--- src/rtl/pcm_byte_order_detector_macros.svh ---
// Assertion macros used by the top block of the byte order detector.
`ifndef PCM_BYTE_ORDER_DETECTOR_MACROS_SVH
`define PCM_BYTE_ORDER_DETECTOR_MACROS_SVH

// Same-cycle implication, checked outside reset.
`define PBOD_ASSERT_NOW(label, clk, rstn, ante, cons, msg) \
    label: assert property (@(posedge clk) disable iff (!rstn) (ante) |-> (cons)) \
        else $error(msg);

// Next-cycle implication, checked outside reset.
`define PBOD_ASSERT_NEXT(label, clk, rstn, ante, cons, msg) \
    label: assert property (@(posedge clk) disable iff (!rstn) (ante) |=> (cons)) \
        else $error(msg);

`endif

--- src/rtl/pbod_pkg.sv ---
package pbod_pkg;

    localparam int SAMPLE_WIDTH = 16;
    localparam int SUM_WIDTH_DEFAULT = 32;
    localparam int QUEUE_DEPTH = 2;

    typedef enum logic [1:0] {
        VERDICT_NATIVE       = 2'd0,
        VERDICT_SWAPPED      = 2'd1,
        VERDICT_INCONCLUSIVE = 2'd2,
        VERDICT_READ_FAIL    = 2'd3
    } verdict_t;

    // Handshake between the decision queue and the back end.
    typedef struct packed {
        logic valid;
        logic full;
    } queue_status_t;

endpackage

--- src/rtl/pcm_byte_order_detector.sv ---
// The byte order detector takes one left-channel audio word per cycle while s_ready is high
// and decides, at the end of each window, whether the drive delivers words in native or
// swapped byte order. For the word as given and for its byte-swapped form it keeps a
// saturating sum of magnitudes, a saturating sum of sample-to-sample change magnitudes and the
// last word. On the last word of a window (s_window_end) the four sums, including that word,
// are handed to a decision engine and all running state clears, so the next window may start
// in the very next cycle. The verdict is swapped when the change-to-level ratio of the native
// form exceeds that of the swapped form by more than one half, native when it falls short by
// more than one half, and inconclusive otherwise or when either level sum is zero;
// m_swap_needed is high only for a swapped verdict. A word with s_read_error set is ignored,
// ends the window and yields the read failure verdict. Throughput is one word per cycle while
// the input is not stalled. The decision engine uses a radix-2 shift-add multiplier. A full
// decision takes the job in ST_IDLE, multiplies in ST_MUL, compares in ST_CMP and holds the
// result word in ST_OUT, while read failures and zero-level windows go from ST_IDLE straight
// to ST_OUT. The engine takes no new window until its result word has been taken. A two-entry
// queue buffers finished windows, and the input stalls only when both entries are waiting,
// that is when windows end faster than the engine can decide them or when the result channel
// is held off.
`include "pcm_byte_order_detector_macros.svh"

module pcm_byte_order_detector #(
    parameter int SUM_WIDTH = pbod_pkg::SUM_WIDTH_DEFAULT
) (
    input  logic                                     aclk,
    input  logic                                     aresetn,
    input  logic                                     s_valid,
    output logic                                     s_ready,
    input  logic signed [pbod_pkg::SAMPLE_WIDTH-1:0] s_sample_word,
    input  logic                                     s_window_end,
    input  logic                                     s_read_error,
    output logic                                     m_valid,
    input  logic                                     m_ready,
    output logic [1:0]                               m_verdict,
    output logic                                     m_swap_needed
);
    import pbod_pkg::*;

    localparam int JOB_W = 4 * SUM_WIDTH + 1;

    logic            accept;
    logic            window_done;
    logic            push;
    logic [JOB_W-1:0] push_data;
    logic [JOB_W-1:0] head_data;
    logic            pop;
    queue_status_t   q_status;
    verdict_t        verdict;

    // A word is taken whenever the queue has room for a possible window end.
    assign s_ready     = !q_status.full;
    assign accept      = s_valid && s_ready;
    assign window_done = accept && (s_window_end || s_read_error);

    // The front end accumulates the sums and emits one decision job per window.
    pbod_front #(
        .SUM_WIDTH (SUM_WIDTH)
    ) u_front (
        .clk         (aclk),
        .rstn        (aresetn),
        .accept      (accept),
        .sample_word (s_sample_word),
        .window_end  (s_window_end),
        .read_error  (s_read_error),
        .push        (push),
        .push_data   (push_data)
    );

    // The queue lets the front keep accumulating while the back end decides.
    pbod_queue #(
        .DATA_WIDTH (JOB_W),
        .DEPTH      (QUEUE_DEPTH)
    ) u_queue (
        .clk       (aclk),
        .rstn      (aresetn),
        .push      (push),
        .push_data (push_data),
        .pop       (pop),
        .status    (q_status),
        .head_data (head_data)
    );

    // The back end runs the exact cross-multiplied comparison and holds the result word.
    pbod_back #(
        .SUM_WIDTH (SUM_WIDTH)
    ) u_back (
        .clk         (aclk),
        .rstn        (aresetn),
        .q_status    (q_status),
        .q_data      (head_data),
        .q_pop       (pop),
        .out_valid   (m_valid),
        .out_ready   (m_ready),
        .out_verdict (verdict)
    );

    assign m_verdict     = verdict;
    assign m_swap_needed = (verdict == VERDICT_SWAPPED);

    // A word that ends a window must leave a job behind in the queue.
    `PBOD_ASSERT_NEXT(a_job_queued, aclk, aresetn, window_done, q_status.valid, "no job queued")
    // The back end only takes a new job once the previous result word is gone.
    `PBOD_ASSERT_NOW(a_pop_when_free, aclk, aresetn, pop, !m_valid, "pop with result pending")
    // A full queue must stall the input channel.
    `PBOD_ASSERT_NOW(a_full_stalls, aclk, aresetn, q_status.full, !s_ready, "input open when full")

endmodule

--- src/rtl/pbod_front.sv ---
module pbod_front #(
    parameter int SUM_WIDTH = pbod_pkg::SUM_WIDTH_DEFAULT
) (
    input  logic                                  clk,
    input  logic                                  rstn,
    input  logic                                  accept,
    input  logic signed [pbod_pkg::SAMPLE_WIDTH-1:0] sample_word,
    input  logic                                  window_end,
    input  logic                                  read_error,
    output logic                                  push,
    output logic [4*SUM_WIDTH:0]                  push_data
);
    import pbod_pkg::*;

    localparam int SW = SAMPLE_WIDTH;

    logic [SUM_WIDTH-1:0] nat_level_reg, nat_change_reg, swp_level_reg, swp_change_reg;
    logic [SUM_WIDTH-1:0] nat_level_next, nat_change_next, swp_level_next, swp_change_next;
    logic signed [SW-1:0] prev_nat_reg, prev_swp_reg;
    logic signed [SW-1:0] swp_word;

    // Magnitude of a 17-bit signed value; the largest result, 65535, fits 16 bits.
    function automatic logic [SW-1:0] mag17(input logic signed [SW:0] v);
        logic [SW:0] a;
        a = v[SW] ? (~v + 1'b1) : v;
        return a[SW-1:0];
    endfunction

    function automatic logic [SUM_WIDTH-1:0] sat_add(input logic [SUM_WIDTH-1:0] acc,
                                                     input logic [SW-1:0] v);
        logic [SUM_WIDTH:0] s;
        s = {1'b0, acc} + {{(SUM_WIDTH + 1 - SW){1'b0}}, v};
        return s[SUM_WIDTH] ? {SUM_WIDTH{1'b1}} : s[SUM_WIDTH-1:0];
    endfunction

    always_comb begin
        swp_word        = {sample_word[7:0], sample_word[SW-1:8]};
        nat_level_next  = sat_add(nat_level_reg, mag17({sample_word[SW-1], sample_word}));
        swp_level_next  = sat_add(swp_level_reg, mag17({swp_word[SW-1], swp_word}));
        nat_change_next = sat_add(nat_change_reg,
            mag17({sample_word[SW-1], sample_word} - {prev_nat_reg[SW-1], prev_nat_reg}));
        swp_change_next = sat_add(swp_change_reg,
            mag17({swp_word[SW-1], swp_word} - {prev_swp_reg[SW-1], prev_swp_reg}));
    end

    assign push      = accept && (window_end || read_error);
    assign push_data = {read_error, nat_level_next, nat_change_next,
                        swp_level_next, swp_change_next};

    always_ff @(posedge clk) begin
        if (!rstn || (accept && (window_end || read_error))) begin
            nat_level_reg  <= '0;
            nat_change_reg <= '0;
            swp_level_reg  <= '0;
            swp_change_reg <= '0;
            prev_nat_reg   <= '0;
            prev_swp_reg   <= '0;
        end else if (accept) begin
            nat_level_reg  <= nat_level_next;
            nat_change_reg <= nat_change_next;
            swp_level_reg  <= swp_level_next;
            swp_change_reg <= swp_change_next;
            prev_nat_reg   <= sample_word;
            prev_swp_reg   <= swp_word;
        end
    end

endmodule

--- src/rtl/pbod_queue.sv ---
module pbod_queue #(
    parameter int DATA_WIDTH = 4 * pbod_pkg::SUM_WIDTH_DEFAULT + 1,
    parameter int DEPTH      = pbod_pkg::QUEUE_DEPTH
) (
    input  logic                          clk,
    input  logic                          rstn,
    input  logic                          push,
    input  logic [DATA_WIDTH-1:0]         push_data,
    input  logic                          pop,
    output pbod_pkg::queue_status_t       status,
    output logic [DATA_WIDTH-1:0]         head_data
);
    import pbod_pkg::*;

    localparam int PTR_W = (DEPTH > 1) ? $clog2(DEPTH) : 1;
    localparam int CNT_W = $clog2(DEPTH + 1);

    logic [DATA_WIDTH-1:0] entries [DEPTH];
    logic [PTR_W-1:0] wr_ptr_reg, rd_ptr_reg;
    logic [CNT_W-1:0] count_reg;

    function automatic logic [PTR_W-1:0] bump(input logic [PTR_W-1:0] p);
        return (p == PTR_W'(DEPTH - 1)) ? '0 : p + 1'b1;
    endfunction

    assign status.valid = (count_reg != '0);
    assign status.full  = (count_reg == CNT_W'(DEPTH));
    assign head_data    = entries[rd_ptr_reg];

    always_ff @(posedge clk) begin
        if (push) begin
            entries[wr_ptr_reg] <= push_data;
        end
    end

    always_ff @(posedge clk) begin
        if (!rstn) begin
            wr_ptr_reg <= '0;
            rd_ptr_reg <= '0;
            count_reg  <= '0;
        end else begin
            if (push) begin
                wr_ptr_reg <= bump(wr_ptr_reg);
            end
            if (pop) begin
                rd_ptr_reg <= bump(rd_ptr_reg);
            end
            if (push && !pop) begin
                count_reg <= count_reg + 1'b1;
            end else if (pop && !push) begin
                count_reg <= count_reg - 1'b1;
            end
        end
    end

endmodule

--- src/rtl/pbod_back.sv ---
module pbod_back #(
    parameter int SUM_WIDTH = pbod_pkg::SUM_WIDTH_DEFAULT
) (
    input  logic                          clk,
    input  logic                          rstn,
    input  pbod_pkg::queue_status_t       q_status,
    input  logic [4*SUM_WIDTH:0]          q_data,
    output logic                          q_pop,
    output logic                          out_valid,
    input  logic                          out_ready,
    output pbod_pkg::verdict_t            out_verdict
);
    import pbod_pkg::*;

    localparam int W     = SUM_WIDTH;
    localparam int CNT_W = $clog2(W);

    typedef enum logic [3:0] {
        ST_IDLE = 4'b0001,
        ST_MUL  = 4'b0010,
        ST_CMP  = 4'b0100,
        ST_OUT  = 4'b1000
    } state_t;

    state_t state_reg, state_next;

    logic            job_fail;
    logic [W-1:0]    job_nl, job_nc, job_sl, job_sc;

    // Shift-add products: pn = nc*sl, pb = nl*sl, ps = sc*nl.
    logic [2*W-1:0]  cand_pn_reg, cand_pb_reg, cand_ps_reg;
    logic [2*W-1:0]  prod_pn_reg, prod_pb_reg, prod_ps_reg;
    logic [W-1:0]    mult_sl_reg, mult_nl_reg;
    logic [CNT_W-1:0] cnt_reg;
    verdict_t        verdict_reg;

    logic [2*W+1:0]  dbl_pn, dbl_ps, rhs, lhs;

    assign {job_fail, job_nl, job_nc, job_sl, job_sc} = q_data;

    assign q_pop       = (state_reg == ST_IDLE) && q_status.valid;
    assign out_valid   = (state_reg == ST_OUT);
    assign out_verdict = verdict_reg;

    always_comb begin
        dbl_pn = {1'b0, prod_pn_reg, 1'b0};
        dbl_ps = {1'b0, prod_ps_reg, 1'b0};
        rhs    = dbl_ps + {2'b00, prod_pb_reg};
        lhs    = dbl_pn + {2'b00, prod_pb_reg};
    end

    always_comb begin
        state_next = state_reg;
        unique case (state_reg)
            ST_IDLE: begin
                if (q_status.valid) begin
                    if (job_fail || job_nl == '0 || job_sl == '0) begin
                        state_next = ST_OUT;
                    end else begin
                        state_next = ST_MUL;
                    end
                end
            end
            ST_MUL: begin
                if (cnt_reg == CNT_W'(W - 1)) begin
                    state_next = ST_CMP;
                end
            end
            ST_CMP: state_next = ST_OUT;
            ST_OUT: begin
                if (out_ready) begin
                    state_next = ST_IDLE;
                end
            end
            default: state_next = ST_IDLE;
        endcase
    end

    always_ff @(posedge clk) begin
        if (!rstn) begin
            state_reg <= ST_IDLE;
        end else begin
            state_reg <= state_next;
        end
    end

    always_ff @(posedge clk) begin
        unique case (state_reg)
            ST_IDLE: begin
                cnt_reg     <= '0;
                cand_pn_reg <= {{W{1'b0}}, job_nc};
                cand_pb_reg <= {{W{1'b0}}, job_nl};
                cand_ps_reg <= {{W{1'b0}}, job_sc};
                mult_sl_reg <= job_sl;
                mult_nl_reg <= job_nl;
                prod_pn_reg <= '0;
                prod_pb_reg <= '0;
                prod_ps_reg <= '0;
                if (job_fail) begin
                    verdict_reg <= VERDICT_READ_FAIL;
                end else begin
                    verdict_reg <= VERDICT_INCONCLUSIVE;
                end
            end
            ST_MUL: begin
                if (mult_sl_reg[0]) begin
                    prod_pn_reg <= prod_pn_reg + cand_pn_reg;
                    prod_pb_reg <= prod_pb_reg + cand_pb_reg;
                end
                if (mult_nl_reg[0]) begin
                    prod_ps_reg <= prod_ps_reg + cand_ps_reg;
                end
                cand_pn_reg <= cand_pn_reg << 1;
                cand_pb_reg <= cand_pb_reg << 1;
                cand_ps_reg <= cand_ps_reg << 1;
                mult_sl_reg <= mult_sl_reg >> 1;
                mult_nl_reg <= mult_nl_reg >> 1;
                cnt_reg     <= cnt_reg + 1'b1;
            end
            ST_CMP: begin
                if (dbl_pn > rhs) begin
                    verdict_reg <= VERDICT_SWAPPED;
                end else if (dbl_ps > lhs) begin
                    verdict_reg <= VERDICT_NATIVE;
                end else begin
                    verdict_reg <= VERDICT_INCONCLUSIVE;
                end
            end
            ST_OUT: begin
            end
            default: begin
            end
        endcase
    end

endmodule
--- config.mk ---
export PLATFORM = sky130hd
export DESIGN_NAME = pcm_byte_order_detector
export DESIGN_NICKNAME = d
export VERILOG_FILES = /design/src/rtl/pbod_pkg.sv /design/src/rtl/pcm_byte_order_detector.sv /design/src/rtl/pbod_front.sv /design/src/rtl/pbod_queue.sv /design/src/rtl/pbod_back.sv
export VERILOG_INCLUDE_DIRS = /design/src /design/src/rtl
export SDC_FILE = /design/constraint.sdc
export NUM_CORES = 2
export LEC_CHECK = 0
export BUFFER_PORTS_ARGS = -buffer_cell sky130_fd_sc_hd__buf_2
export CORE_MARGIN = 4
export CORE_UTILIZATION = 45
export DETAILED_ROUTE_END_ITERATION = 8
export PLACE_DENSITY = 0.6
export SKIP_LAST_GASP = 1
export SYNTH_ARGS = -nofsm -noshare
export SYNTH_HDL_FRONTEND = slang
export SYNTH_SLANG_ARGS = --single-unit
--- constraint.sdc ---
create_clock -name aclk -period 16.3 [get_ports aclk]
set_input_delay 3.26 -clock aclk [delete_from_list [all_inputs] [get_ports aclk]]
set_output_delay 3.26 -clock aclk [all_outputs]
set_load 0.005 [all_outputs]
==> results.py <==
metrics = {
    "setup_path": {
        "critPathCaptureType": "flop",
        "path_max_fanout": 45,
        "cp_data_arrival_time_ns": 10.06,
        "critPathRequiredTime_ns": 16.93,
        "start_kind": "input pin",
        "path_class": "in -> reg",
    },
    "floorplanning": {
        "fp.dieW_microns": 370,
        "die_h_microns": 370,
        "core-area_sq_mm": 0.130,
        "dieArea_sq_mm": 0.137,
        "top_level_ports": 27,
        "initial_core_util_pct": 45.5,
        "num_rows": 132,
    },
    "logic_synthesis": {
        "ys_seq_area_share_pct": 41.4,
        "synth_area_leaders": "edfxtp_1, ha_1, dfxtp_1, a21oi_1, xnor2_1",
        "avgSynthCellArea_sq_um": 9.60,
        "synth_area_leader_cell": "edfxtp_1",
        "synth_cells": 6161,
        "synthFlopType": "edfxtp_1",
        "yosysTopAreaCellShare_pct": 36.2,
        "synth_nets": 6726,
        "ys.warnings.count": 0,
        "synth_edf_count": 713,
        "synth_cell_types": 104,
        "synth-seq-cells": 866,
        "synthArstFlopShare_pct": 0,
        "netlist_area_sq_mm": 0.0591,
    },
    "routing": {
        "wl_per_cell_microns": 20.5,
        "initialDrtViolationCount": 3368,
        "vias_per_cell": 5.83,
        "vias": 45900,
        "ant_nets": 0,
        "first_pass_iters": 5,
        "drc": 0,
        "finalWirelength_microns": 161000,
    },
    "pwr": {
        "sw_frac_of_total_pct": 43.1,
        "power_leakage_nw": 26.6,
        "peakVddDrop_mv": 0.136,
        "clockPowerShare_pct": 18.5,
        "seqPwrFrac_pct": 32.7,
        "power_frac_comb_pct": 48.8,
        "intPower_mw": 6.99,
        "p_per_area_mw_per_mm2": 192,
        "p_sw_mw": 5.29,
    },
    "clock_network": {
        "cts_resized": 0,
        "clockRootBuffer": "clkbuf_16",
        "clk_latency_ns": 0.72,
        "ctsHoldBuffers": 0,
        "cts_buffer_depth": 3,
        "cts.sinks": 866,
        "numCtsBuffers": 99,
        "htree_levels": 3,
        "post_cts.repair.setup_buffers": 0,
        "cts.clk_slew.worst_paths_ns": 0.06,
        "cts_tree": "done",
    },
    "layout": {
        "area_growth_pct": 8.38,
        "largest_reg_flops": 258,
        "layout-drive-gt1-share_pct": 4.96,
        "nets": 6621,
        "regMostFlops": "u_queue.entries",
    },
    "timing": {
        "skew_ns": 0.0430,
        "setup_viol": 0,
        "fin_ws_ns": 6.87,
        "rsz0062_at_grt": "false",
        "min_period_over_period_pct": 57.8,
        "drv_slew": 0,
        "period_minus_slack_ns": 9.43,
        "fmax_mhz": 106,
        "report.final.hold_viol_count": 0,
        "relSlewSlack_pct": 16.9,
        "finalSetupTns_ns": 0,
        "tightest_slew_ns": 1.25,
    },
    "global_route": {
        "grt_pass1_vias": 44300,
        "grt_pass1_wl_microns": 252000,
        "antenna_found_initial": 10,
        "grt-ovfl-total": 0,
        "groute.usage.overall_pct": 23.0,
        "grt_max_degree": 195,
    },
    "placed_design": {
        "place_ws_ns": 6.17,
        "hpwl_microns": 121000,
        "gp_congestion": 0.937,
        "numPortBuffers": 26,
    },
    "outcome": {
        "status": "complete, no violations",
    },
    "min_path": {
        "hold_class": "reg -> reg",
    },
    "flow_run": {
        "drv_cap": 0,
    },
}
[layer usage]
metal	share of wire, %	global-route usage [%]
met3	4.0	2.62
met5	0.017	0
met1	46	31.2
met2	47	38.5
met4	3.3	7.28
[worst max-delay path, cell delays in order]
cell      delay, ns
buf_2          0.15
inv_1          0.15
ha_1           0.19
inv_1          0.05
fa_1           0.40
a21o_1         0.19
a221oi_1       0.48
o311a_1        0.27
a21oi_1        0.11
o21ai_1        0.16
a21oi_1        0.11
o21ai_1        0.21
a31oi_1        0.28
nor2_1         0.20
xnor2_1        0.09
ha_1           0.34
a21o_1         0.14
a21oi_1        0.09
nand2b_1       0.19
a211o_1        0.30
a32oi_1        0.38
a311o_1        0.30
nor3b_2        0.49
nand3_2        0.83
a21oi_1        0.39
nor2_1         0.06
a311oi_1       0.25
[synthesized netlist by cell type, types with 74 or more instances]
library cell  instances
edfxtp_1            713
nand2_1             567
a21oi_1             548
nor2_1              543
ha_1                532
o21ai_0             346
a21o_1              280
xnor2_1             271
clkbuf_1            237
xor2_1              185
and3_1              170
dfxtp_1             153
inv_1               150
mux2i_1             149
o21a_1              109
nand3_1             108
nand4_1             108
nor3_1               99
o21bai_1             74
[through the flow]
step                      utilization [%]  hold slack [ns]  area, sq um  power, mW  cells
final                                49.3            0.455        64100       12.3   7878
after global routing                 49.3            0.469        64100       13.2   7878
after CTS                            49.3            0.456        64100       12.3   7877
after detailed placement             46.8            0.448        60800       9.99   7697
after global placement               46.8            0.442        60800       9.92   7697
after floorplan                         -            0.436        59100       8.58   6161
[power by group through the flow]
| stage | registers (mW) | logic, mW | clock network (mW) |
|---|---|---|---|
| floorplan | 4.00 | 4.58 | 0 |
| CTS | 4.01 | 5.98 | 2.32 |
| global placement | 4.05 | 5.88 | 0 |
| global route | 4.07 | 6.70 | 2.41 |
| finish | 4.01 | 6.00 | 2.27 |
| detailed placement | 4.05 | 5.94 | 0 |
[cell families (layout without fill, tap and decap cells)]
| group | Yosys count | after routing | synth area share [%] |
|---|---|---|---|
| compound gates | 1796 | 1796 | 19.4 |
| flops | 866 | 866 | 41.4 |
| fa+ha+maj | 543 | 543 | 11.6 |
| xor+xnor | 456 | 456 | 6.75 |
| buf+inv | 417 | 391 | 2.68 |
| simple gates | 1920 | 1920 | 15.4 |
| other cells | 0 | 1 | 0 |
| mux | 163 | 163 | 2.79 |
[layout by cell type (no fill, tap or decap), types with 26 or more instances in the layout]
cell | netlist | routed
a211oi_1 | 43 | 43
a21o_1 | 280 | 280
a21oi_1 | 548 | 545
a31oi_1 | 69 | 69
and2_1 | 46 | 44
and3_1 | 170 | 170
buf_2 | 11 | 26
buf_4 | 1 | 33
clkbuf_16 | 0 | 99
dfxtp_1 | 153 | 152
edfxtp_1 | 713 | 713
ha_1 | 532 | 532
inv_1 | 150 | 150
mux2i_1 | 149 | 149
nand2_1 | 567 | 564
nand2b_1 | 69 | 69
nand3_1 | 108 | 108
nand4_1 | 108 | 108
nor2_1 | 543 | 540
nor2b_1 | 59 | 58
nor3_1 | 99 | 99
nor4_1 | 49 | 49
o21a_1 | 109 | 109
o21ai_0 | 346 | 346
o21ai_1 | 59 | 59
o21bai_1 | 74 | 74
or3_1 | 40 | 40
xnor2_1 | 271 | 271
xor2_1 | 185 | 185
[worst paths after layout]
path,to,slack [ns],start,depth (start not counted)
hold reg to reg,u_front.prev_swp_reg[1],0.45,u_front.prev_swp_reg[1],2
setup / recovery,u_front.nat_change_reg[17],6.87,s_sample_word[0],27
setup reg to reg,u_back.out_verdict[1],9.25,u_back.prod_ps_reg[0],22
hold / removal,u_front.prev_swp_reg[1],0.45,u_front.prev_swp_reg[1],2
[layout make-up]
type                            count  area (sq um)
Timing Repair Buffer               60           398
Tap cell                         1742          2180
Sequential cell                   866         24500
Fill cell                       12100         65900
Antenna cell                        1          2.50
Clock inverter                     65           729
Multi-Input combinational cell   4878         33200
Clock buffer                      115          2570
Inverter                          151           567
Power figures use the tool's default switching activity.
